[config.mk]
export PLATFORM = sky130hd
export DESIGN_NAME = nnru_obuf
export DESIGN_NICKNAME = d
export VERILOG_FILES = /design/src/rtl/core/nnru_pkg.sv /design/src/rtl/core/nnru_obuf.sv
export SDC_FILE = /design/constraint.sdc
export NUM_CORES = 1
export LEC_CHECK = 0
export ABC_AREA = 1
export BUFFER_PORTS_ARGS = -buffer_cell sky130_fd_sc_hd__buf_4
export CORE_MARGIN = 5
export CORE_UTILIZATION = 40
export CTS_CLUSTER_SIZE = 25
export DETAILED_ROUTE_END_ITERATION = 6
export HOLD_SLACK_MARGIN = 0.08
export PLACE_DENSITY = 0.64
export RECOVER_POWER = 25
export SYNTH_ARGS = -nofsm -noshare
export SYNTH_HDL_FRONTEND = slang
export SYNTH_SLANG_ARGS = --single-unit
[constraint.sdc]
create_clock -name clk -period 8.8 [get_ports clk]
set_input_delay 0.88 -clock clk [delete_from_list [all_inputs] [get_ports clk]]
set_output_delay 0.88 -clock clk [all_outputs]
set_load 0.02 [all_outputs]
[src/rtl/core/nnru_pkg.sv]
`timescale 1ns / 1ps
// ----------------------------------------------------------------------------
// nnru_pkg: shared types and constants
// Codes, field widths and default sizes for the row upscaler.
// ----------------------------------------------------------------------------
package nnru_pkg;

  // default sizes
  localparam int ROW_ELEMS_DEF = 4096;
  localparam int MAX_SCALE_DEF = 16;

  // field widths
  localparam int DATA_W  = 32;
  localparam int CFG_IW  = 4;
  localparam int CFG_DW  = 13;
  localparam int SCALE_W = 5;
  localparam int WIDTH_W = 13;
  localparam int CHAN_W  = 13;
  localparam int LEN_W   = WIDTH_W + CHAN_W;

  // register indexes
  localparam logic [CFG_IW-1:0] CFG_SCALE  = 4'd0;
  localparam logic [CFG_IW-1:0] CFG_WIDTH  = 4'd1;
  localparam logic [CFG_IW-1:0] CFG_CHANS  = 4'd2;
  localparam logic [CFG_IW-1:0] CFG_LAYOUT = 4'd3;

  // item kinds
  localparam logic OP_LOAD = 1'b0;
  localparam logic OP_PULL = 1'b1;

  typedef enum logic [1:0] {
    ST_LOADED = 2'd0,
    ST_EMIT   = 2'd1,
    ST_DROP   = 2'd2,
    ST_NRDY   = 2'd3
  } status_t;

  // per-item result info traveling beside the buffer read
  typedef struct packed {
    status_t status;
    logic    last;
  } meta_t;

endpackage

[src/rtl/core/nnru_obuf.sv]
`timescale 1ns / 1ps
// ----------------------------------------------------------------------------
// nnru_obuf: result queue
// Three-entry queue between the buffer read stage and the result channel.
// ----------------------------------------------------------------------------
module nnru_obuf (
  input  logic                          clk,
  input  logic                          rst_n,
  input  logic                          push,
  input  nnru_pkg::meta_t               push_meta,
  input  logic [nnru_pkg::DATA_W-1:0]   push_data,
  output logic                          slot_free,
  output logic                          out_tvalid,
  input  logic                          out_tready,
  output nnru_pkg::status_t             out_status,
  output logic [nnru_pkg::DATA_W-1:0]   out_data,
  output logic                          out_last
);
  import nnru_pkg::*;

  localparam int DEPTH = 3;

  typedef struct packed {
    meta_t             meta;
    logic [DATA_W-1:0] data;
  } entry_t;

  entry_t     q_r [DEPTH];
  entry_t     wr_ent;
  logic [1:0] wr_ptr_r, rd_ptr_r, cnt_r;
  logic       pop;
  logic [2:0] used;

  assign pop = out_tvalid && out_tready;

  // data is zero for everything but an emitted element
  always_comb begin
    wr_ent.meta = push_meta;
    wr_ent.data = (push_meta.status == ST_EMIT) ? push_data : '0;
  end

  // room for one more item counting the read stage
  assign used      = {1'b0, cnt_r} + {2'b00, push};
  assign slot_free = (used < 3'(DEPTH));

  always_ff @(posedge clk) begin
    if (push) begin
      q_r[wr_ptr_r] <= wr_ent;
    end
  end

  always_ff @(posedge clk) begin
    if (!rst_n) begin
      wr_ptr_r <= '0;
      rd_ptr_r <= '0;
      cnt_r    <= '0;
    end else begin
      if (push) begin
        wr_ptr_r <= (wr_ptr_r == 2'(DEPTH - 1)) ? 2'd0 : wr_ptr_r + 2'd1;
      end
      if (pop) begin
        rd_ptr_r <= (rd_ptr_r == 2'(DEPTH - 1)) ? 2'd0 : rd_ptr_r + 2'd1;
      end
      case ({push, pop})
        2'b10:   cnt_r <= cnt_r + 2'd1;
        2'b01:   cnt_r <= cnt_r - 2'd1;
        default: cnt_r <= cnt_r;
      endcase
    end
  end

  assign out_tvalid = (cnt_r != '0);
  assign out_status = q_r[rd_ptr_r].meta.status;
  assign out_last   = q_r[rd_ptr_r].meta.last;
  assign out_data   = q_r[rd_ptr_r].data;

`ifndef SYNTHESIS
  // the read stage never pushes into a full queue
  a_no_overflow: assert property (@(posedge clk) disable iff (!rst_n)
    push |-> (cnt_r != 2'(DEPTH)))
    else $error("result queue overflow");

  // occupancy tracks the pointers
  a_ptr_match: assert property (@(posedge clk) disable iff (!rst_n)
    (cnt_r == '0 || cnt_r == 2'(DEPTH)) |-> (wr_ptr_r == rd_ptr_r))
    else $error("queue pointers disagree with count");

  // an item pushed into an empty queue is shown once it is registered
  a_push_shown: assert property (@(posedge clk) disable iff (!rst_n)
    (push && cnt_r == '0) |=> out_tvalid && (out_status == $past(push_meta.status)))
    else $error("pushed item not presented");
`endif

endmodule

==> flow_metrics.env <==
export IMPL_status="finished with violations"
export IMPL_violations="capacitance limit, slew limit"
export IMPL_synth_cells=382
export IMPL_clkLatencyLatePin_ps=400
export IMPL_arrival_ps=2900
export IMPL_setup_tns_ps=0
export IMPL_leakagePower_uw=0.00233
export IMPL_synth_area_mm2=0.00460
export IMPL_crit_required_ps=8770
export IMPL_rsz0062_at_grt="false"
export IMPL_wire_per_inst_um=15.3
export IMPL_cp_end_kind="register"
export IMPL_die_x_um=117
export IMPL_synth_warnings=0
export IMPL_slew_headroom_pct=-47.0
export IMPL_htreeDepth=4
export IMPL_areaGrowthSynthToFinish_pct=24.7
export IMPL_final_cell_mix="edfxtp_1, nor2_1, buf_4, a21oi_1, nand2_1"
export IMPL_timing_hold_violations_final=0
export IMPL_peakVddDrop_mv=0.133
export IMPL_drc=0
export IMPL_yosysSeqAreaShare_pct=72.0
export IMPL_worst_path_max_delay_cell="clkbuf_1"
export IMPL_fin_crit_sh_pct=33.4
export IMPL_avgViaCountPerCell=4.70
export IMPL_synth_distinct_cells=21
export IMPL_final_instance_count_excl_fill=617
export IMPL_die_height_um=117
export IMPL_routed_wl_um=9430
export IMPL_initial_core_util_pct=40.6
export IMPL_num_antenna_cells=0
export IMPL_place_congestion=0.700
export IMPL_placed_cells=585
export IMPL_cts_made_buffers=17
export IMPL_drive_gt1_share_pct=24.3
export IMPL_slew_viol_final=36
export IMPL_grt_max_degree=37
export IMPL_io_buffers=75
export IMPL_maxCapViolCount=1
export IMPL_coreArea_mm2=0.0113
export IMPL_path_clk_slew_ps=50
export IMPL_cts_resized=0
export IMPL_via_count=2898
export IMPL_fmax_mhz=341
export IMPL_cts_tree="done"
export IMPL_cp_max_fo=35
export IMPL_ios=76
export IMPL_hpwl_um=5230
export IMPL_tightest_slew_ps=2200
export IMPL_path_class="in2reg"
export IMPL_initialDrtViolationCount=178
export IMPL_clk_path_buf_depth=2
export IMPL_cp_common_cell="clkbuf_1"
export IMPL_holdBufCountCts=0
export IMPL_ys_seq_elements=113
export IMPL_grt_overflow_total=0
export IMPL_first_global_vias=2896
export IMPL_synth_avg_cell_area_um2=12.0
export IMPL_antenna_found_initial=0
export IMPL_antenna_left=0
export IMPL_powerDensity_mw_per_mm2=267
export IMPL_cts_setup_buffers=0
export IMPL_max_stage_delay_ps=1590
export IMPL_clock_sinks=113
export IMPL_rows=39
export IMPL_setup_violations=0
export IMPL_die_area_mm2=0.0137
export IMPL_nNetsFinal=503
export IMPL_grt_pass1_wl_um=14300
export IMPL_hp_class="reg2reg"
export IMPL_synth_nets=424
export IMPL_layout_commonest_cell="edfxtp_1"
export IMPL_path_buf_inv=3
export IMPL_cts_root_buf="clkbuf_16"
export IMPL_drt_first_pass_iters=4
export IMPL_grt_usage_pct=14.3
export IMPL_startpoint_type="input pin"
export IMPL_cp_cell_sequence="clkbuf_1 -> inv_1 -> nor3_1 -> clkbuf_1"
export IMPL_fin_worst_skew_ps=13.5
export IMPL_crit_family="buffers and inverters"
export IMPL_fin_crit_ps=2940
-- cell type report --
type                            instances  area, um2
Clock buffer                           21        450
Clock inverter                         11        114
Fill cell                             996       5590
Inverter                               47        189
Multi-Input combinational cell        205        928
Sequential cell                       113       3320
Tap cell                              143        179
Timing Repair Buffer                   77        559
-- cell families after synthesis --
family | Yosys count | share of synthesized area, %
compound gates | 77 | 9.03
fa+ha+maj | 3 | 0.816
simple gates | 125 | 10.4
buf+inv | 64 | 7.67
flops | 113 | 72.0
-- registers in the layout (all words and copies together) (netlist names), named ones only --
register	cells
rd_ptr_r	2
wr_ptr_r	2
q_r	105
cnt_r	2
-- tightest hold or removal path: stages (launching register included) --
cell	delay, ps
dfxtp_1	310
nand2_1	60
a21oi_1	60
-- where the power goes --
| part | total [uW] | switching, uW | internal, uW | leakage, uW |
|---|---|---|---|---|
| registers | 642 | 26.1 | 616 | 0.00106 |
| clock network | 640 | 221 | 420 | 0.000266 |
| logic | 248 | 150 | 98.0 | 0.00101 |
-- routing by layer --
metal  share of wire (%)  wire length (um)  global-route usage, %  vias to the layer above
li1                    -                 -                      -                     1451
met1                  45              4230                   18.1                     1361
met3                 5.8               546                   4.32                        7
met5                   0                 0                      0                        -
met2                  48              4570                   23.2                       79
met4                0.83                78                   5.28                        0
-- path summary, 6_finish.rpt --
kind / start / to / slack, ps / depth (start not counted)
max: push / q_r[2][2] / 5860 / 4
min: wr_ptr_r[1] / wr_ptr_r[1] / 470 / 2
max reg2reg: wr_ptr_r[1] / q_r[2][2] / 6190 / 3
min reg2reg: wr_ptr_r[1] / wr_ptr_r[1] / 470 / 2
-- cell usage after synthesis --
cell      number  share of area [%]
buf_6          4               0.98
buf_8          3               0.98
inv_2          1              0.082
buf_4          6               0.98
inv_6          1               0.19
nand2_1       42                3.4
nand2_2        2               0.27
inv_1         44                3.6
nor2_1        77                6.3
a21oi_1       66                7.2
buf_2          3               0.33
nand3_1        2               0.22
edfxtp_1     105                 69
a21oi_2        8                1.5
nand4_1        1               0.14
dfxtp_1        8                3.5
nor3_1         1               0.11
o21ai_0        3               0.33
inv_8          1               0.24
ha_1           3               0.82
clkbuf_8       1               0.30
-- metrics by stage --
step	area (um2)	hold slack (ps)	util, %	setup WS, ps	total power, uW
global placement	5200	455	45.9	6170	903
detailed placement	5200	475	45.9	6140	908
global route	5740	516	50.7	5610	1600
floorplan	4600	440	-	4990	808
CTS	5760	484	50.9	5840	1550
finish	5740	473	50.7	5860	1530
No activity file was read; power rests on OpenSTA's default activity.
