==> config.mk <==
export PLATFORM = sky130hd
export DESIGN_NAME = nnru_seq
export DESIGN_NICKNAME = d
export VERILOG_FILES = /design/src/rtl/core/nnru_pkg.sv /design/src/rtl/core/nnru_seq.sv
export SDC_FILE = /design/constraint.sdc
export NUM_CORES = 1
export LEC_CHECK = 0
export BUFFER_PORTS_ARGS = -buffer_cell sky130_fd_sc_hd__buf_2
export CORE_AREA = 3 3 102 104
export DETAILED_ROUTE_END_ITERATION = 7
export DIE_AREA = 0 0 105 107
export GPL_TIMING_DRIVEN = 0
export PLACE_DENSITY_LB_ADDON = 0.15
export SYNTH_ARGS = -nofsm -noshare
export SYNTH_HDL_FRONTEND = slang
export SYNTH_SLANG_ARGS = --single-unit
==> constraint.sdc <==
create_clock -name clk -period 3.9 [get_ports clk]
set_clock_uncertainty 0.1 [all_clocks]
set_input_delay 1.17 -clock clk [delete_from_list [all_inputs] [get_ports clk]]
set_output_delay 1.17 -clock clk [all_outputs]
set_load 0.1 [all_outputs]
==> src/rtl/core/nnru_pkg.sv <==
`timescale 1ns / 1ps
// ----------------------------------------------------------------------------
// nnru_pkg: shared types and constants
// Codes, field widths and default sizes for the row upscaler.
// ----------------------------------------------------------------------------
package nnru_pkg;

  // default sizes
  localparam int ROW_ELEMS_DEF = 4096;
  localparam int MAX_SCALE_DEF = 16;

  // field widths
  localparam int DATA_W  = 32;
  localparam int CFG_IW  = 4;
  localparam int CFG_DW  = 13;
  localparam int SCALE_W = 5;
  localparam int WIDTH_W = 13;
  localparam int CHAN_W  = 13;
  localparam int LEN_W   = WIDTH_W + CHAN_W;

  // register indexes
  localparam logic [CFG_IW-1:0] CFG_SCALE  = 4'd0;
  localparam logic [CFG_IW-1:0] CFG_WIDTH  = 4'd1;
  localparam logic [CFG_IW-1:0] CFG_CHANS  = 4'd2;
  localparam logic [CFG_IW-1:0] CFG_LAYOUT = 4'd3;

  // item kinds
  localparam logic OP_LOAD = 1'b0;
  localparam logic OP_PULL = 1'b1;

  typedef enum logic [1:0] {
    ST_LOADED = 2'd0,
    ST_EMIT   = 2'd1,
    ST_DROP   = 2'd2,
    ST_NRDY   = 2'd3
  } status_t;

  // per-item result info traveling beside the buffer read
  typedef struct packed {
    status_t status;
    logic    last;
  } meta_t;

endpackage

==> src/rtl/core/nnru_seq.sv <==
`timescale 1ns / 1ps
// ----------------------------------------------------------------------------
// nnru_seq: load and pull sequencer
// Tracks the fill level and walks the enlarged block, driving the buffer ports.
// ----------------------------------------------------------------------------
module nnru_seq #(
  parameter int ROW_ELEMS = nnru_pkg::ROW_ELEMS_DEF,
  parameter int MAX_SCALE = nnru_pkg::MAX_SCALE_DEF
) (
  input  logic                             clk,
  input  logic                             rst_n,
  input  logic                             in_fire,
  input  logic                             in_op,
  input  logic [nnru_pkg::DATA_W-1:0]      in_value,
  input  logic                             cfg_clr,
  input  logic [$clog2(MAX_SCALE)-1:0]     s_m1,
  input  logic [$clog2(ROW_ELEMS)-1:0]     w_m1,
  input  logic [$clog2(ROW_ELEMS)-1:0]     g_m1,
  input  logic [$clog2(ROW_ELEMS+1)-1:0]   lim,
  input  logic                             row_ok,
  output logic                             mem_we,
  output logic [$clog2(ROW_ELEMS)-1:0]     mem_waddr,
  output logic [nnru_pkg::DATA_W-1:0]      mem_wdata,
  output logic                             mem_re,
  output logic [$clog2(ROW_ELEMS)-1:0]     mem_raddr,
  output logic                             s1_vld,
  output nnru_pkg::meta_t                  s1_meta
);
  import nnru_pkg::*;

  localparam int AW = $clog2(ROW_ELEMS);
  localparam int CW = $clog2(ROW_ELEMS + 1);
  localparam int SW = $clog2(MAX_SCALE);

  logic [CW-1:0] fill_r, fill_nxt;
  logic [AW-1:0] chan_r, chan_nxt;
  logic [AW-1:0] col_r, col_nxt;
  logic [AW-1:0] base_r, base_nxt;
  logic [SW-1:0] copy_r, copy_nxt;
  logic [SW-1:0] rep_r, rep_nxt;
  logic          s1_vld_r;
  meta_t         s1_meta_r, meta_nxt;

  logic is_load, is_pull, room, row_full, emit;
  logic chan_end, copy_end, col_end, rep_end, blk_end;

  assign is_load  = in_fire && (in_op == OP_LOAD);
  assign is_pull  = in_fire && (in_op == OP_PULL);
  assign room     = (fill_r < lim);
  assign row_full = row_ok && (fill_r == lim);
  assign emit     = is_pull && row_full;

  assign chan_end = (chan_r == g_m1);
  assign copy_end = (copy_r == s_m1);
  assign col_end  = (col_r == w_m1);
  assign rep_end  = (rep_r == s_m1);
  assign blk_end  = chan_end && copy_end && col_end && rep_end;

  // buffer ports: loads write at the fill point, pulls read base + channel
  assign mem_we    = is_load && room;
  assign mem_waddr = fill_r[AW-1:0];
  assign mem_wdata = in_value;
  assign mem_re    = emit;
  assign mem_raddr = base_r + chan_r;

  // counter walk: channel, copy, column, row repeat
  always_comb begin
    fill_nxt = fill_r;
    chan_nxt = chan_r;
    copy_nxt = copy_r;
    col_nxt  = col_r;
    base_nxt = base_r;
    rep_nxt  = rep_r;

    if (mem_we) begin
      fill_nxt = fill_r + CW'(1);
    end

    if (emit) begin
      if (!chan_end) begin
        chan_nxt = chan_r + AW'(1);
      end else begin
        chan_nxt = '0;
        if (!copy_end) begin
          copy_nxt = copy_r + SW'(1);
        end else begin
          copy_nxt = '0;
          if (!col_end) begin
            col_nxt  = col_r + AW'(1);
            base_nxt = base_r + g_m1 + AW'(1);
          end else begin
            col_nxt  = '0;
            base_nxt = '0;
            if (!rep_end) begin
              rep_nxt = rep_r + SW'(1);
            end else begin
              rep_nxt  = '0;
              fill_nxt = '0;
            end
          end
        end
      end
    end

    // a register write empties the row
    if (cfg_clr) begin
      fill_nxt = '0;
      chan_nxt = '0;
      copy_nxt = '0;
      col_nxt  = '0;
      base_nxt = '0;
      rep_nxt  = '0;
    end
  end

  // result info for the item in flight
  always_comb begin
    meta_nxt.last = emit && blk_end;
    if (in_op == OP_LOAD)
      meta_nxt.status = room ? ST_LOADED : ST_DROP;
    else
      meta_nxt.status = row_full ? ST_EMIT : ST_NRDY;
  end

  always_ff @(posedge clk) begin
    if (!rst_n) begin
      fill_r   <= '0;
      chan_r   <= '0;
      copy_r   <= '0;
      col_r    <= '0;
      base_r   <= '0;
      rep_r    <= '0;
      s1_vld_r <= 1'b0;
    end else begin
      fill_r   <= fill_nxt;
      chan_r   <= chan_nxt;
      copy_r   <= copy_nxt;
      col_r    <= col_nxt;
      base_r   <= base_nxt;
      rep_r    <= rep_nxt;
      s1_vld_r <= in_fire;
    end
  end

  always_ff @(posedge clk) begin
    if (in_fire) begin
      s1_meta_r <= meta_nxt;
    end
  end

  assign s1_vld  = s1_vld_r;
  assign s1_meta = s1_meta_r;

`ifndef SYNTHESIS
  // walk counters stay inside the block while the row is complete
  a_walk_bounds: assert property (@(posedge clk) disable iff (!rst_n)
    row_full |-> (chan_r <= g_m1) && (copy_r <= s_m1) && (col_r <= w_m1) && (rep_r <= s_m1))
    else $error("walk counter out of range");

  // the final element empties the row
  a_end_clears: assert property (@(posedge clk) disable iff (!rst_n)
    (emit && blk_end) |=> (fill_r == '0) && (base_r == '0))
    else $error("row not emptied after final element");

  // the base address only moves at a column step or wraps to zero
  a_base_hold: assert property (@(posedge clk) disable iff (!rst_n)
    (!emit && !cfg_clr) |=> $stable(base_r))
    else $error("base address moved without a pull");
`endif

endmodule

==> impl_metrics.yaml <==
global_routing:
  grt_usage: 0.209
  grt_pass1_vias: 4234
  grt_pass1_wl_um: 19400
  antenna_found_initial: 0
  grt_overflow_total: 0
  grt_max_degree: 12
die:
  io_pins: 141
  initial_core_util: 0.488
  rows: 36
  dieHeight_um: 107
  dieArea_um2: 11200
  design.core.area_um2: 9640
  fp.dieW_um: 105
setup_path:
  arrival_ns: 2.65
  cp_slowest_cell: "ha_4"
  crit_type: "in2out"
  cp-end-kind: "output pin"
  r2r-end: "fill_r[5]$_SDFF_PP0_"
  crit_cells: 10
  cp_top_family: "buffers and inverters"
  r2r_start: "fill_r[1]$_SDFF_PP0_"
  critical_path.most_common_cell: "a21o_1"
  cp_max_fo: 5
  r2r_slack_ns: 0.40
  slowest_delay_ns: 0.21
  required_ns: 2.63
  crit_end: "mem_we"
  startpoint: "lim[10]"
  crit_chain: "buf_2 > inv_2 > ha_4 > a21o_1 > a21o_1 > a2bb2oi_2 > nand4_1 > buf_6 > clkinvlp_4 > buf_12"
  reg2reg_depth: 16
  crit_buf_inv: 5
  start_kind: "input pin"
timing:
  fmax_ghz: 0.255
  layout_min_cycle_time_ns: 3.92
  slew_violations: 0
  setup_viol: 1
  hold_violations: 0
  layout_worst_path_cycle_share: 1.01
  tightest_slew_ns: 0.779
  setup_ws_ns: -0.0219
  slew_headroom: 0.478
  holdWs_ns: 0.397
  grt_setup_unrepaired: "yes"
detailed_routing:
  drt_pass1_iterations: 7
  drtIter0Drc: 177
  remaining_drc_errors: 0
  via_count: 4442
  postRouteWirelength_um: 12000
  avgRoutedWirePerCell_um: 14.4
  viasPerCell: 5.35
  ant_nets: 0
run_status:
  violations: "negative setup slack"
  status: "finished with violations"
yosys:
  async_flop_share: 0
  avgSynthCellArea_um2: 8.54
  synth_area_um2: 4710
  synth-seq-cells: 61
  yosys-top-cells-count: "dfxtp_1, nor2_1, buf_4"
  synth.yosys.seq_area_share: 0.266
  synth_cells: 551
  ys_warn_count: 0
  synth-edff-count: 3
  synth_top_cell_by_area: "dfxtp_1"
  ys_top_cells_by_area: "dfxtp_1, ha_1, xnor2_1"
  yosys_most_used_dff: "dfxtp_1"
  synth_top_area_frac: 0.247
  yosys.cell_count.top_type: "dfxtp_1"
  synth_cell_types: 59
  syn-num-nets: 672
placed_design:
  dp.cells: 792
  place.gp.congestion: 0.838
  io_buffer_count: 108
  hpwl_um: 9240
  place_area_um2: 5510
clocking:
  clock_latency_ns: 0.35
  clk_path_buf_depth: 2
  cts_tree: "built"
  htreeDepth: 3
  cts_buffers: 9
  cts_sinks: 61
  holdBufCountCts: 0
  clkTransAtPathRegs_ns: 0.08
  clockRootBuffer: "clkbuf_8"
layout:
  nFillCells: 865
  seqCellArea_um2: 1250
  final_area_um2: 6100
  n_antenna_cell: 0
  multi_input_area_um2: 3150
  final_cells: 830
  final_nets: 813
  drive_above_1_share: 0.353
  syn2layout_area_growth_pct: 29.5
power_and_ir_drop:
  total_power_mw: 1.63
  vdd.ir_drop.worst_v: 0.000182
  p_per_area_nw_per_um2: 267
  power.leakage_nw: 2.78
worst_hold_path:
  hp-class: "reg2reg"
  whs_path_depth: 2
run:
  max_cap_violations: 0
## kinds of logic after synthesis
kind of cell,after synthesis,synth area share
compound gates,96,0.140
simple gates,191,0.231
buf+inv,85,0.106
xor+xnor,74,0.138
mux,2,0.00425
fa+ha+maj,42,0.115
flops,61,0.266
## repair_timing
| action | 4_1_cts | 5_1_grt |
|---|---|---|
| resized for setup | 18 | 26 |
| buffers inserted | 13 | 11 |
| endpoints found under the setup margin | 5 | 10 |
| pin swaps | 7 | 16 |
## sequential cells by signal, summed over array words and instances (netlist names)
register  flops
s1_vld        1
col_r        12
s1_meta       3
chan_r       12
rep_r         4
fill_r       13
copy_r        4
base_r       12
## layout make-up
cell class | count | area share
Buffer | 56 | 0.0653
Clock buffer | 11 | 0.0248
Clock inverter | 5 | 0.0135
Inverter | 29 | 0.0195
Multi-Input combinational cell | 405 | 0.517
Sequential cell | 61 | 0.206
Tap cell | 133 | 0.0273
Timing Repair Buffer | 130 | 0.127
## how the worst min path moves through the flow
stage                                     start                     to  slack (ns)
after floorplan           fill_r[12]$_SDFF_PP0_  fill_r[12]$_SDFF_PP0_        0.36
after global placement    fill_r[12]$_SDFF_PP0_  fill_r[12]$_SDFF_PP0_        0.37
after detailed placement  fill_r[12]$_SDFF_PP0_  fill_r[12]$_SDFF_PP0_        0.38
after CTS                 fill_r[12]$_SDFF_PP0_  fill_r[12]$_SDFF_PP0_        0.39
after global routing      fill_r[12]$_SDFF_PP0_  fill_r[12]$_SDFF_PP0_        0.43
final                     fill_r[12]$_SDFF_PP0_  fill_r[12]$_SDFF_PP0_        0.40
## worst reg2reg max path, stage by stage, from the launching register on
cell	delay, ns
dfxtp_1	0.52
ha_4	0.27
nor2b_4	0.12
o211a_1	0.22
o221ai_2	0.17
nand4_1	0.19
buf_4	0.19
buf_4	0.13
buf_4	0.12
buf_4	0.12
buf_4	0.13
buf_4	0.12
buf_4	0.12
buf_4	0.12
buf_4	0.14
or4_4	0.51
a21oi_2	0.15
## per-stage QoR
| step | utilization | setup TNS (ns) | setup slack, ns |
|---|---|---|---|
| CTS | 0.613 | -0.0797 | -0.0489 |
| detailed placement | 0.572 | -0.835 | -0.454 |
| global route | 0.632 | -0.134 | -0.0794 |
| floorplan | - | 0 | 0.00712 |
| global placement | 0.572 | -0.725 | -0.381 |
| finish | 0.632 | -0.0219 | -0.0219 |
## cell usage in the layout (no fill, tap or decap), drive strengths merged, types with 6 or more instances in the layout
master and instances:
a21oi 22, a22o 8, and3 8, buf 179, clkbuf 18, dfxtp 58
ha 40, inv 27, nand2 25, nand3 19, nand4 20, nor2 54
nor2b 7, nor3 12, nor4 12, o21ai 21, o31ai 6, or3 13
or4 6, xnor2 44, xor2 30
## routing by layer
metal | share of wire | up-vias | global-route usage
met1 | 0.45 | 2046 | 0.269
met4 | 0.013 | 0 | 0.0750
li1 | - | 2209 | -
met3 | 0.066 | 23 | 0.0385
met5 | 0 | - | 0
met2 | 0.47 | 164 | 0.350
## where the power goes
| part | switching, mW | total, mW | leakage, nW | internal, mW |
|---|---|---|---|---|
| Sequential | 0.00154 | 0.632 | 0.498 | 0.630 |
| Clock | 0.262 | 0.656 | 0.108 | 0.394 |
| Combinational | 0.240 | 0.340 | 2.17 | 0.100 |
No activity file was read; power rests on OpenSTA's default activity.
