$ cat config.mk
export PLATFORM = sky130hd
export DESIGN_NAME = nnru_cfg
export DESIGN_NICKNAME = d
export VERILOG_FILES = /design/src/rtl/core/nnru_pkg.sv /design/src/rtl/core/nnru_cfg.sv
export SDC_FILE = /design/constraint.sdc
export NUM_CORES = 1
export LEC_CHECK = 0
export ABC_AREA = 1
export BUFFER_PORTS_ARGS = -buffer_cell sky130_fd_sc_hd__clkbuf_2
export CELL_PAD_IN_SITES_DETAIL_PLACEMENT = 1
export CELL_PAD_IN_SITES_GLOBAL_PLACEMENT = 1
export CORE_MARGIN = 2
export CORE_UTILIZATION = 46
export DETAILED_ROUTE_END_ITERATION = 8
export GPL_ROUTABILITY_DRIVEN = 1
export PLACE_DENSITY = 0.88
export SKIP_LAST_GASP = 1
export SLEW_MARGIN = 10
export SYNTH_ARGS = -nofsm -noshare
export SYNTH_HDL_FRONTEND = slang
export SYNTH_SLANG_ARGS = --single-unit
$ cat constraint.sdc
create_clock -name clk -period 9.1 [get_ports clk]
set_input_delay 1.82 -clock clk [delete_from_list [all_inputs] [get_ports clk]]
set_output_delay 1.82 -clock clk [all_outputs]
set_load 0.05 [all_outputs]
$ cat src/rtl/core/nnru_pkg.sv
`timescale 1ns / 1ps
// ----------------------------------------------------------------------------
// nnru_pkg: shared types and constants
// Codes, field widths and default sizes for the row upscaler.
// ----------------------------------------------------------------------------
package nnru_pkg;

  // default sizes
  localparam int ROW_ELEMS_DEF = 4096;
  localparam int MAX_SCALE_DEF = 16;

  // field widths
  localparam int DATA_W  = 32;
  localparam int CFG_IW  = 4;
  localparam int CFG_DW  = 13;
  localparam int SCALE_W = 5;
  localparam int WIDTH_W = 13;
  localparam int CHAN_W  = 13;
  localparam int LEN_W   = WIDTH_W + CHAN_W;

  // register indexes
  localparam logic [CFG_IW-1:0] CFG_SCALE  = 4'd0;
  localparam logic [CFG_IW-1:0] CFG_WIDTH  = 4'd1;
  localparam logic [CFG_IW-1:0] CFG_CHANS  = 4'd2;
  localparam logic [CFG_IW-1:0] CFG_LAYOUT = 4'd3;

  // item kinds
  localparam logic OP_LOAD = 1'b0;
  localparam logic OP_PULL = 1'b1;

  typedef enum logic [1:0] {
    ST_LOADED = 2'd0,
    ST_EMIT   = 2'd1,
    ST_DROP   = 2'd2,
    ST_NRDY   = 2'd3
  } status_t;

  // per-item result info traveling beside the buffer read
  typedef struct packed {
    status_t status;
    logic    last;
  } meta_t;

endpackage

$ cat src/rtl/core/nnru_cfg.sv
`timescale 1ns / 1ps
// ----------------------------------------------------------------------------
// nnru_cfg: configuration registers
// Holds the raw registers and the effective values derived from them.
// ----------------------------------------------------------------------------
module nnru_cfg #(
  parameter int ROW_ELEMS = nnru_pkg::ROW_ELEMS_DEF,
  parameter int MAX_SCALE = nnru_pkg::MAX_SCALE_DEF
) (
  input  logic                             clk,
  input  logic                             rst_n,
  input  logic                             cfg_valid,
  input  logic [nnru_pkg::CFG_IW-1:0]      cfg_index,
  input  logic [nnru_pkg::CFG_DW-1:0]      cfg_data,
  output logic                             cfg_clr,
  output logic [$clog2(MAX_SCALE)-1:0]     s_m1,
  output logic [$clog2(ROW_ELEMS)-1:0]     w_m1,
  output logic [$clog2(ROW_ELEMS)-1:0]     g_m1,
  output logic [$clog2(ROW_ELEMS+1)-1:0]   lim,
  output logic                             row_ok
);
  import nnru_pkg::*;

  localparam int AW = $clog2(ROW_ELEMS);
  localparam int CW = $clog2(ROW_ELEMS + 1);
  localparam int SW = $clog2(MAX_SCALE);
  localparam int XW = (AW > WIDTH_W) ? AW : WIDTH_W;

  logic [SCALE_W-1:0] scale_r, scale_nxt;
  logic [WIDTH_W-1:0] width_r, width_nxt;
  logic [CHAN_W-1:0]  chans_r, chans_nxt;
  logic               layout_r, layout_nxt;

  logic [SW-1:0]      s_m1_r, s_m1_nxt;
  logic [AW-1:0]      w_m1_r, w_m1_nxt;
  logic [AW-1:0]      g_m1_r, g_m1_nxt;
  logic [CW-1:0]      lim_r, lim_nxt;
  logic               row_ok_r, row_ok_nxt;

  logic [7:0]         s_eff;
  logic [WIDTH_W-1:0] w_eff;
  logic [CHAN_W-1:0]  g_eff;
  logic [XW-1:0]      w_ext;
  logic [XW-1:0]      g_ext;
  logic [LEN_W-1:0]   len;

  // register write decode
  always_comb begin
    scale_nxt  = scale_r;
    width_nxt  = width_r;
    chans_nxt  = chans_r;
    layout_nxt = layout_r;
    cfg_clr    = 1'b0;
    if (cfg_valid) begin
      case (cfg_index)
        CFG_SCALE: begin
          scale_nxt = cfg_data[SCALE_W-1:0];
          cfg_clr   = 1'b1;
        end
        CFG_WIDTH: begin
          width_nxt = cfg_data[WIDTH_W-1:0];
          cfg_clr   = 1'b1;
        end
        CFG_CHANS: begin
          chans_nxt = cfg_data[CHAN_W-1:0];
          cfg_clr   = 1'b1;
        end
        CFG_LAYOUT: begin
          layout_nxt = cfg_data[0];
          cfg_clr    = 1'b1;
        end
        default: cfg_clr = 1'b0;
      endcase
    end
  end

  // effective values: zero reads as one, scale clamps at the maximum
  always_comb begin
    if (scale_nxt == '0)
      s_eff = 8'd1;
    else if ({3'b000, scale_nxt} > 8'(MAX_SCALE))
      s_eff = 8'(MAX_SCALE);
    else
      s_eff = {3'b000, scale_nxt};

    w_eff = (width_nxt == '0) ? WIDTH_W'(1) : width_nxt;
    if (!layout_nxt)
      g_eff = CHAN_W'(1);
    else
      g_eff = (chans_nxt == '0) ? CHAN_W'(1) : chans_nxt;

    s_m1_nxt = SW'(s_eff - 8'd1);
    w_ext    = XW'(w_eff) - XW'(1);
    g_ext    = XW'(g_eff) - XW'(1);
    w_m1_nxt = w_ext[AW-1:0];
    g_m1_nxt = g_ext[AW-1:0];

    // row length and its fill limit inside the buffer
    len        = LEN_W'(w_eff) * LEN_W'(g_eff);
    row_ok_nxt = (len <= LEN_W'(ROW_ELEMS));
    lim_nxt    = row_ok_nxt ? len[CW-1:0] : CW'(ROW_ELEMS);
  end

  always_ff @(posedge clk) begin
    if (!rst_n) begin
      scale_r  <= SCALE_W'(2);
      width_r  <= WIDTH_W'(1);
      chans_r  <= CHAN_W'(1);
      layout_r <= 1'b0;
      s_m1_r   <= SW'(1);
      w_m1_r   <= '0;
      g_m1_r   <= '0;
      lim_r    <= CW'(1);
      row_ok_r <= 1'b1;
    end else if (cfg_clr) begin
      scale_r  <= scale_nxt;
      width_r  <= width_nxt;
      chans_r  <= chans_nxt;
      layout_r <= layout_nxt;
      s_m1_r   <= s_m1_nxt;
      w_m1_r   <= w_m1_nxt;
      g_m1_r   <= g_m1_nxt;
      lim_r    <= lim_nxt;
      row_ok_r <= row_ok_nxt;
    end
  end

  assign s_m1   = s_m1_r;
  assign w_m1   = w_m1_r;
  assign g_m1   = g_m1_r;
  assign lim    = lim_r;
  assign row_ok = row_ok_r;

`ifndef SYNTHESIS
  // the limit never exceeds the buffer
  a_lim_bound: assert property (@(posedge clk) disable iff (!rst_n)
    lim_r <= CW'(ROW_ELEMS))
    else $error("fill limit beyond buffer size");

  // the fill limit is never zero
  a_lim_nonzero: assert property (@(posedge clk) disable iff (!rst_n)
    lim_r != '0)
    else $error("zero fill limit");

  // a known register write is taken next cycle; the same write empties the row
  a_clr_on_write: assert property (@(posedge clk) disable iff (!rst_n)
    cfg_clr |=> (scale_r == $past(scale_nxt)) && (layout_r == $past(layout_nxt)))
    else $error("register write not taken");
`endif

endmodule

==> results of run 1 <==
==> power groups by stage <==
stage,logic (mW),clock network [mW],registers [mW]
finish,0.130,0.380,0.338
CTS,0.126,0.383,0.338
global placement,0.119,0,0.344
detailed placement,0.123,0,0.345
floorplan,0.0587,0,0.367
global route,0.139,0.391,0.338
==> logic make-up after synthesis <==
family | synth area share
buffers and inverters | 0.1412
AO/OA/AOI/OAI | 0.06859
adder cells (fa/ha/maj) | 0.3557
flip-flops | 0.1574
XOR/XNOR | 0.01210
AND/OR/NAND/NOR | 0.2651
==> metrics by stage <==
stage	cell area, sq um	power, mW	hold slack (ps)
6_report	10520	0.8477	466.6
5_1_grt	10520	0.8679	494.2
3_3_place_gp	10160	0.4637	453.1
2_1_floorplan	9413	0.4259	488.8
4_1_cts	10460	0.8467	469.7
3_5_place_dp	10160	0.4674	457.9
==> tightest hold or removal path, stage by stage, from the launching register on <==
cell	delay [ps]
dfxtp_1	310
nand2_1	60
a21oi_1	50
==> cell type report <==
cell class | instances | area [sq um] | share of cell area
clock buffers | 11 | 242.7 | 0.02308
flip-flops and latches | 74 | 1481 | 0.1408
repair buffers | 103 | 618.1 | 0.05876
clock inverters | 5 | 62.56 | 0.005947
inverters | 308 | 1156 | 0.1099
well taps | 270 | 337.8 | 0.03212
multi-input cells | 938 | 6620 | 0.6294
==> cells in the mapped netlist (all sizes together) <==
library cell	number
nand2	353
inv	305
nor2	169
fa	121
dfxtp	74
ha	74
nand3	61
o21ai	51
a21oi	49
clkbuf	26
buf	14
nand4	11
nor3	10
xor2	10
o211ai	5
a31oi	3
clkinv	3
nand3b	3
nor4	3
o21bai	3
xnor2	3
o21a	2
or2	2
a311oi	1
and2	1
o221ai	1
o31ai	1
==> flip-flops by register name (all words and copies together), names as in the netlist <==
signal and flops:
width_r 13, scale_r 5, lim 13, layout_r 1, row_ok 1, s_m1 4, g_m1 12, chans_r 13
w_m1 12
==> worst min-delay path by stage <==
stage / startpoint / end / slack (ps) / cells past startpoint
floorplan: chans_r[0] / chans_r[0] / 490 / 2
global placement: lim[8] / lim[8] / 450 / 2
detailed placement: lim[1] / lim[1] / 460 / 2
CTS: lim[11] / lim[11] / 470 / 2
global route: lim[11] / lim[11] / 490 / 2
finish: lim[11] / lim[11] / 470 / 2
==> per-layer routing <==
metal  up-vias  routed length [um]  track usage
met3       166                2223      0.06522
met4         0                2389       0.1933
met1      4630               13250       0.3768
met5         -                   0     0.009091
li1       4219                   -            -
met2       391               17570       0.5818
==> timing repair <==
item | in CTS | in global routing
setup buffers | 0 | 5
hold endpoints to repair | 0 | 0
endpoints found under the setup margin | 0 | 13
resized for setup | 0 | 1
==> results.yml, run 1 <==
die:
  ios: 63
  die_w_um: 147.0
  fp.dieH_um: 147.0
  coreArea_sq_mm: 0.02017
  start_util: 0.4667
  die_area_sq_mm: 0.02162
  fp-row-count: 52
sta:
  setup_tns_ps: 0
  max_freq_mhz: 117.1
  rsz0062_at_grt: "no"
  maxSlewViolCount: 0
  tightest_slew_ps: 626.4
  min_period_over_period: 0.9383
  finalCriticalPeriod_ps: 8539
  clock_skew_ps: 13.08
  hold_viol_final: 0
  slew_headroom: 0.5820
  timing.final.ws_setup_ps: 561.4
  final-setup-viol-count: 0
power_and_ir_drop:
  combinationalPowerShare: 0.153
  p_sw_mw: 0.2599
  power.leakage_nw: 5.603
  clkPwrFrac: 0.448
  ir_drop_v: 0.00008002
  power_density_mw_per_mm2: 80.59
  switching_share: 0.3065
  seq_power_share: 0.398
  p_int_mw: 0.5878
final_layout:
  antenna_cells: 0
  layout_common_cells: "nand2_1, inv_1, nor2_1, fa_1"
  final_common_cell: "nand2_1"
  layout.nets: 1649
  drive_above_1_share: 0.09590
  fillers: 2691
  finalNonFillerCells: 1709
  syn2layout_area_growth_pct: 11.75
  fin_util: 0.5215
global_routing:
  grt_pass1_wl_mm: 55.57
  antenna_found_initial: 0
  grt_pass1_vias: 10471
  grt_use_total: 0.3324
  grt_max_degree: 54
  gr-total-overflow: 0
synthesis:
  synth_cell_types: 39
  yosysSeqAreaShare: 0.1574
  synth_area_sq_mm: 0.009413
  synth_area_leaders: "fa_1, dfxtp_1, nand2_1"
  ys_ff_latch: 74
  synth_fp_nets: 1574
  avgSynthCellArea_sq_um: 6.926
  ys_warn_count: 0
  syn_inst: 1359
  yosys.area.top_type: "fa_1"
  yosysTopAreaCellShare: 0.2573
detailed_routing:
  dr.pass1.iters: 6
  wl_mm: 35.43
  dr_total_vias: 9406
  drc: 0
  wire_per_inst_um: 20.73
  drt_iter0_drc: 626
  antenna_left: 0
  viasPerCell: 5.504
clocking:
  cts_tree: "built"
  clk_path_buf_depth: 2
  clk_latency_ps: 360
  cts_buffers: 9
  cts.sinks: 74
  cts_root_buf: "clkbuf_16"
  clk_pin_slew_ps: 60
  ctsHoldBuffers: 0
  htreeDepth: 3
setup_path:
  rrSetupSlack_ps: 2390
  end_kind: "flop"
  r2r_start: "width_r[3]"
  path_depth: 37
  rr_worst_depth: 34
  r2r-end: "lim[4]"
  crit_slowest_cell: "fa_1"
  required_ps: 9360
  crit_buf_inv: 10
  cpMostUsedCell: "nand2_1"
  critical_path_class: "primary input to flop"
  startpoint: "cfg_index[3]"
  cpPeakStageDelay_ps: 560
  crit_end: "lim[4]"
  cp_top_family: "adder cells"
  cp.arrival_ps: 8800
  crit_fanout: 12
  startpoint_type: "primary input"
outcome:
  status: "completed"
placement:
  dpl_worst_slack_ps: 101.9
  gp_routability_congestion: 0.9161
  dp.cells: 1687
  port_buffers: 62
  dpl.hpwl_mm: 25.71
flow_run:
  maxCapViolations: 0
hold_path:
  hp-class: "flop to flop"
No activity file was read; power rests on OpenSTA's default activity.
==> run 2, diff against run 1 <==
--- a/config.mk
+++ b/config.mk
@@ -10,10 +10,10 @@
 export CELL_PAD_IN_SITES_DETAIL_PLACEMENT = 1
 export CELL_PAD_IN_SITES_GLOBAL_PLACEMENT = 1
 export CORE_MARGIN = 2
-export CORE_UTILIZATION = 46
+export CORE_UTILIZATION = 49
 export DETAILED_ROUTE_END_ITERATION = 8
 export GPL_ROUTABILITY_DRIVEN = 1
-export PLACE_DENSITY = 0.88
+export PLACE_DENSITY = 0.93
 export SKIP_LAST_GASP = 1
 export SLEW_MARGIN = 10
 export SYNTH_ARGS = -nofsm -noshare
==> constraint.sdc (replaced) <==
create_clock -name clk -period 10.26 [get_ports clk]
set_input_delay 2.052 -clock clk [delete_from_list [all_inputs] [get_ports clk]]
set_output_delay 2.052 -clock clk [all_outputs]
set_load 0.05 [all_outputs]
==> run 2 against run 1 <==
Clock power shrank 9.7%. Highest routed layer unchanged. Worst hold slack better by 15 ps. Largest cell class unchanged. Final area is 2.0% lower. Largest power group unchanged.
==> results.yml, run 2 (synthesis results as in run 1) <==
global_routing:
  antenna_found_initial: 0
  gr-total-overflow: 0
  grt_pass1_vias: 10723
  grt_pass1_wl_mm: 58.69
  grt_max_degree: 54
  grt_use_total: 0.3853
setup_path:
  r2r_start: "layout_r"
  startpoint: "cfg_index[2]"
  crit_slowest_cell: "nor2_1"
  startpoint_type: "primary input"
  rr_worst_depth: 28
  required_ps: 10530
  critical_path_class: "primary input to flop"
  end_kind: "flop"
  cp.arrival_ps: 10070
  cpPeakStageDelay_ps: 980
  crit_fanout: 19
  cpMostUsedCell: "nand2_1"
sta:
  slew_headroom: 0.1774
  maxSlewViolCount: 0
  hold_viol_final: 0
  setup_tns_ps: 0
  final-setup-viol-count: 0
  whs_ps: 481.6
  finalCriticalPeriod_ps: 9795
  max_freq_mhz: 102.1
  rsz0062_at_grt: "no"
  min_period_over_period: 0.9546
  tightest_slew_ps: 1229
  clock_skew_ps: 14.24
die:
  fp.dieH_um: 142.6
  coreArea_sq_mm: 0.01877
  start_util: 0.5015
  die_w_um: 142.6
  fp-row-count: 50
  die_area_sq_mm: 0.02033
  ios: 63
hold_path:
  hp-class: "flop to flop"
  hold_depth: 2
  min-delay-start: "lim[6]"
power_and_ir_drop:
  p_sw_mw: 0.2414
  switching_share: 0.3189
  p_int_mw: 0.5158
  combinationalPowerShare: 0.150
  ir_drop_v: 0.00008023
  power.leakage_nw: 5.509
  p_total_mw: 0.7572
  clkPwrFrac: 0.453
  power_density_mw_per_mm2: 73.46
  seq_power_share: 0.396
final_layout:
  drive_above_1_share: 0.08398
  layout_common_cells: "nand2_1, inv_1, nor2_1, fa_1"
  final_common_cell: "nand2_1"
  fillers: 2469
  fin_area_sq_mm: 0.01031
  layout.nets: 1627
  syn2layout_area_growth_pct: 9.504
  antenna_cells: 0
clocking:
  post_cts_buffers: 0
  cts_buffers: 9
  cts_root_buf: "clkbuf_16"
  ctsHoldBuffers: 0
  cts.sinks: 74
  cts_resized: 0
  htreeDepth: 3
  clk_pin_slew_ps: 70
  clk_path_buf_depth: 2
  clk_latency_ps: 370
  cts_tree: "built"
detailed_routing:
  dr.pass1.iters: 6
  wl_mm: 37.42
  antenna_left: 0
  drc: 0
  wire_per_inst_um: 22.66
  dr_total_vias: 9587
  viasPerCell: 5.807
  drt_iter0_drc: 812
placement:
  placed_cell_area_sq_mm: 0.009993
  dpl.hpwl_mm: 28.07
  gp_routability_congestion: 0.9430
  port_buffers: 62
outcome:
  status: "completed"
flow_run:
  maxCapViolations: 0
run 2: critical path: cells and delay by family:
kind / cells / cell delay (ps)
simple gates: 14 / 3410
fa+ha+maj: 6 / 3190
compound gates: 4 / 710
buf+inv: 6 / 680
run 2: metrics by stage:
step	util	cells	worst slack (ps)
2_1_floorplan	-	1359	2317
3_3_place_gp	0.5325	1635	713.8
3_5_place_dp	0.5325	1635	289.2
4_1_cts	0.5489	1651	444.6
5_1_grt	0.5492	1651	9.463
6_report	0.5492	1651	465.3
run 2: final timing paths:
check / slack, ps / end
worst max-delay path: 470 / lim[1]
worst min-delay path: 480 / lim[6]
worst max register to register: 2790 / lim[1]
worst min register to register: 480 / lim[6]
run 2: cell type report:
cell class | count | area (sq um) | share of cell area
Clock inverter | 7 | 83.83 | 0.008133
Clock buffer | 9 | 225.2 | 0.02185
Sequential cell | 74 | 1481 | 0.1437
Inverter | 308 | 1156 | 0.1122
Multi-Input combinational cell | 937 | 6608 | 0.6411
Timing Repair Buffer | 82 | 460.4 | 0.04467
Tap cell | 234 | 292.8 | 0.02840
run 2: power by group through the flow:
stage | sequential (mW) | clock, mW | combinational [mW]
final | 0.300 | 0.343 | 0.114
after global routing | 0.301 | 0.354 | 0.121
after CTS | 0.300 | 0.342 | 0.111
after detailed placement | 0.306 | 0 | 0.108
after global placement | 0.306 | 0 | 0.103
after floorplan | 0.326 | 0 | 0.0521
run 2: layer usage:
layer | global-route usage | vias to the layer above | part of all wire
met1 | 0.4250 | 4672 | 0.36
met3 | 0.08277 | 212 | 0.075
met5 | 0 | - | 0
li1 | - | 4165 | -
met4 | 0.2460 | 0 | 0.070
met2 | 0.6723 | 538 | 0.49
==> run 3, diff against run 2 <==
--- a/config.mk
+++ b/config.mk
@@ -11,6 +11,7 @@
 export CELL_PAD_IN_SITES_GLOBAL_PLACEMENT = 1
 export CORE_MARGIN = 2
 export CORE_UTILIZATION = 49
+export CTS_CLUSTER_SIZE = 20
 export DETAILED_ROUTE_END_ITERATION = 8
 export GPL_ROUTABILITY_DRIVEN = 1
 export PLACE_DENSITY = 0.93
==> constraint.sdc (replaced) <==
create_clock -name clk -period 12.4 [get_ports clk]
set_input_delay 2.48 -clock clk [delete_from_list [all_inputs] [get_ports clk]]
set_output_delay 2.48 -clock clk [all_outputs]
set_load 0.05 [all_outputs]
==> run 3 against run 2 <==
Routed wire length down 3.0%. Worst hold slack worse by 12 ps. Die area unchanged. Worst setup slack better by 610 ps. Combinational power down 19%. Critical path depth up 7. Critical path type unchanged. Clock-buffer cell count unchanged. Clock skew down 4.5 ps. Cell count down 0.48%. Via count down 1.9%. Total power down 17%. Non-clock buffer count down 7. Highest routed layer unchanged.
==> results.yml, run 3 (synthesis results as in run 1) <==
outcome:
  status: "completed"
final_layout:
  syn2layout_area_growth_pct: 8.999
  fin_util: 0.5467
  layout_common_cells: "nand2_1, inv_1, nor2_1, fa_1"
  layout.nets: 1620
  drive_above_1_share: 0.07807
  fin_area_sq_mm: 0.01026
  antenna_cells: 0
  final_common_cell: "nand2_1"
  finalNonFillerCells: 1643
die:
  fp-row-count: 50
  die_area_sq_mm: 0.02033
  start_util: 0.5015
  coreArea_sq_mm: 0.01877
  die_w_um: 142.6
  ios: 63
  fp.dieH_um: 142.6
global_routing:
  grt_use_total: 0.3712
  grt_pass1_wl_mm: 57.21
  grt_max_degree: 56
  gr-total-overflow: 0
  grt_pass1_vias: 10601
  antenna_found_initial: 0
placement:
  dpl.hpwl_mm: 26.54
  dp.cells: 1628
  dpl_worst_slack_ps: 1300
  placed_cell_area_sq_mm: 0.009941
  port_buffers: 62
  gp_routability_congestion: 0.9205
power_and_ir_drop:
  power.leakage_nw: 5.480
  power_density_mw_per_mm2: 61.40
  p_total_mw: 0.6299
  ir_drop_v: 0.00006518
sta:
  final-setup-viol-count: 0
  rsz0062_at_grt: "no"
  max_freq_mhz: 88.31
  min_period_over_period: 0.9132
  clock_skew_ps: 9.766
  slew_headroom: 0.2019
  tightest_slew_ps: 1193
  finalCriticalPeriod_ps: 11320
  setup_tns_ps: 0
  whs_ps: 469.3
  hold_viol_final: 0
  timing.final.ws_setup_ps: 1077
  maxSlewViolCount: 0
detailed_routing:
  antenna_left: 0
  viasPerCell: 5.726
  drt_iter0_drc: 850
  dr.pass1.iters: 5
  wl_mm: 36.31
  wire_per_inst_um: 22.10
  dr_total_vias: 9408
  drc: 0
hold_path:
  hp-class: "flop to flop"
  min-delay-start: "lim[7]"
setup_path:
  critical_path_class: "primary input to flop"
  startpoint: "cfg_index[3]"
  cp.arrival_ps: 11590
  crit_slowest_cell: "nor2_1"
  end_kind: "flop"
  required_ps: 12660
  r2r_start: "width_r[2]"
  cpPeakStageDelay_ps: 780
  crit_fanout: 55
  startpoint_type: "primary input"
  rrSetupSlack_ps: 4260
  cpMostUsedCell: "nand2_1"
clocking:
  cts_buffers: 9
  clk_pin_slew_ps: 60
  cts.sinks: 74
  ctsHoldBuffers: 0
  clk_latency_ps: 350
  htreeDepth: 3
  cts_root_buf: "clkbuf_16"
  cts_tree: "built"
  post_cts_buffers: 0
  clk_path_buf_depth: 2
  cts_resized: 0
flow_run:
  maxCapViolations: 0
[run 3: changes by cell type in the layout (fill, tap and decap cells not counted), sizes merged]
cell,before,now
buf,20,13
bufinv,1,2
clkinv,4,5
inv,309,306
[run 3: layout make-up]
class	instances	area [sq um]
fill	2489	8508
tap	234	292.8
timing repair buffer	75	407.9
inverter	308	1156
clock inverter	6	90.09
multi-input combinational	937	6606
sequential	74	1481
clock buffer	9	225.2
[run 3: path summary, 6_finish.rpt]
check | end | cells past startpoint
worst max-delay path | lim[7] | 37
worst min-delay path | lim[7] | 2
worst max register to register | lim[7] | 32
worst min register to register | lim[7] | 2
[run 3: metal layers]
layer  vias to the layer above  track usage  routed length (um)
li1                       4152            -                   -
met1                      4554       0.4077               12980
met2                       489       0.6478               17920
met3                       213      0.08244                2680
met4                         0       0.2371                2736
met5                         -            0                   0
[run 3: report_power, final]
part | internal, mW | leakage [nW] | switching (mW)
Sequential | 0.244 | 0.601 | 0.00396
Combinational | 0.0217 | 4.73 | 0.0710
Clock | 0.176 | 0.152 | 0.113
Total | 0.442 | 5.48 | 0.188
[run 3: critical path, delay by kind of cell]
kind / cells / cell delay [ps]
simple gates: 20 / 4940
fa+ha+maj: 6 / 2720
buf+inv: 8 / 880
compound gates: 3 / 530
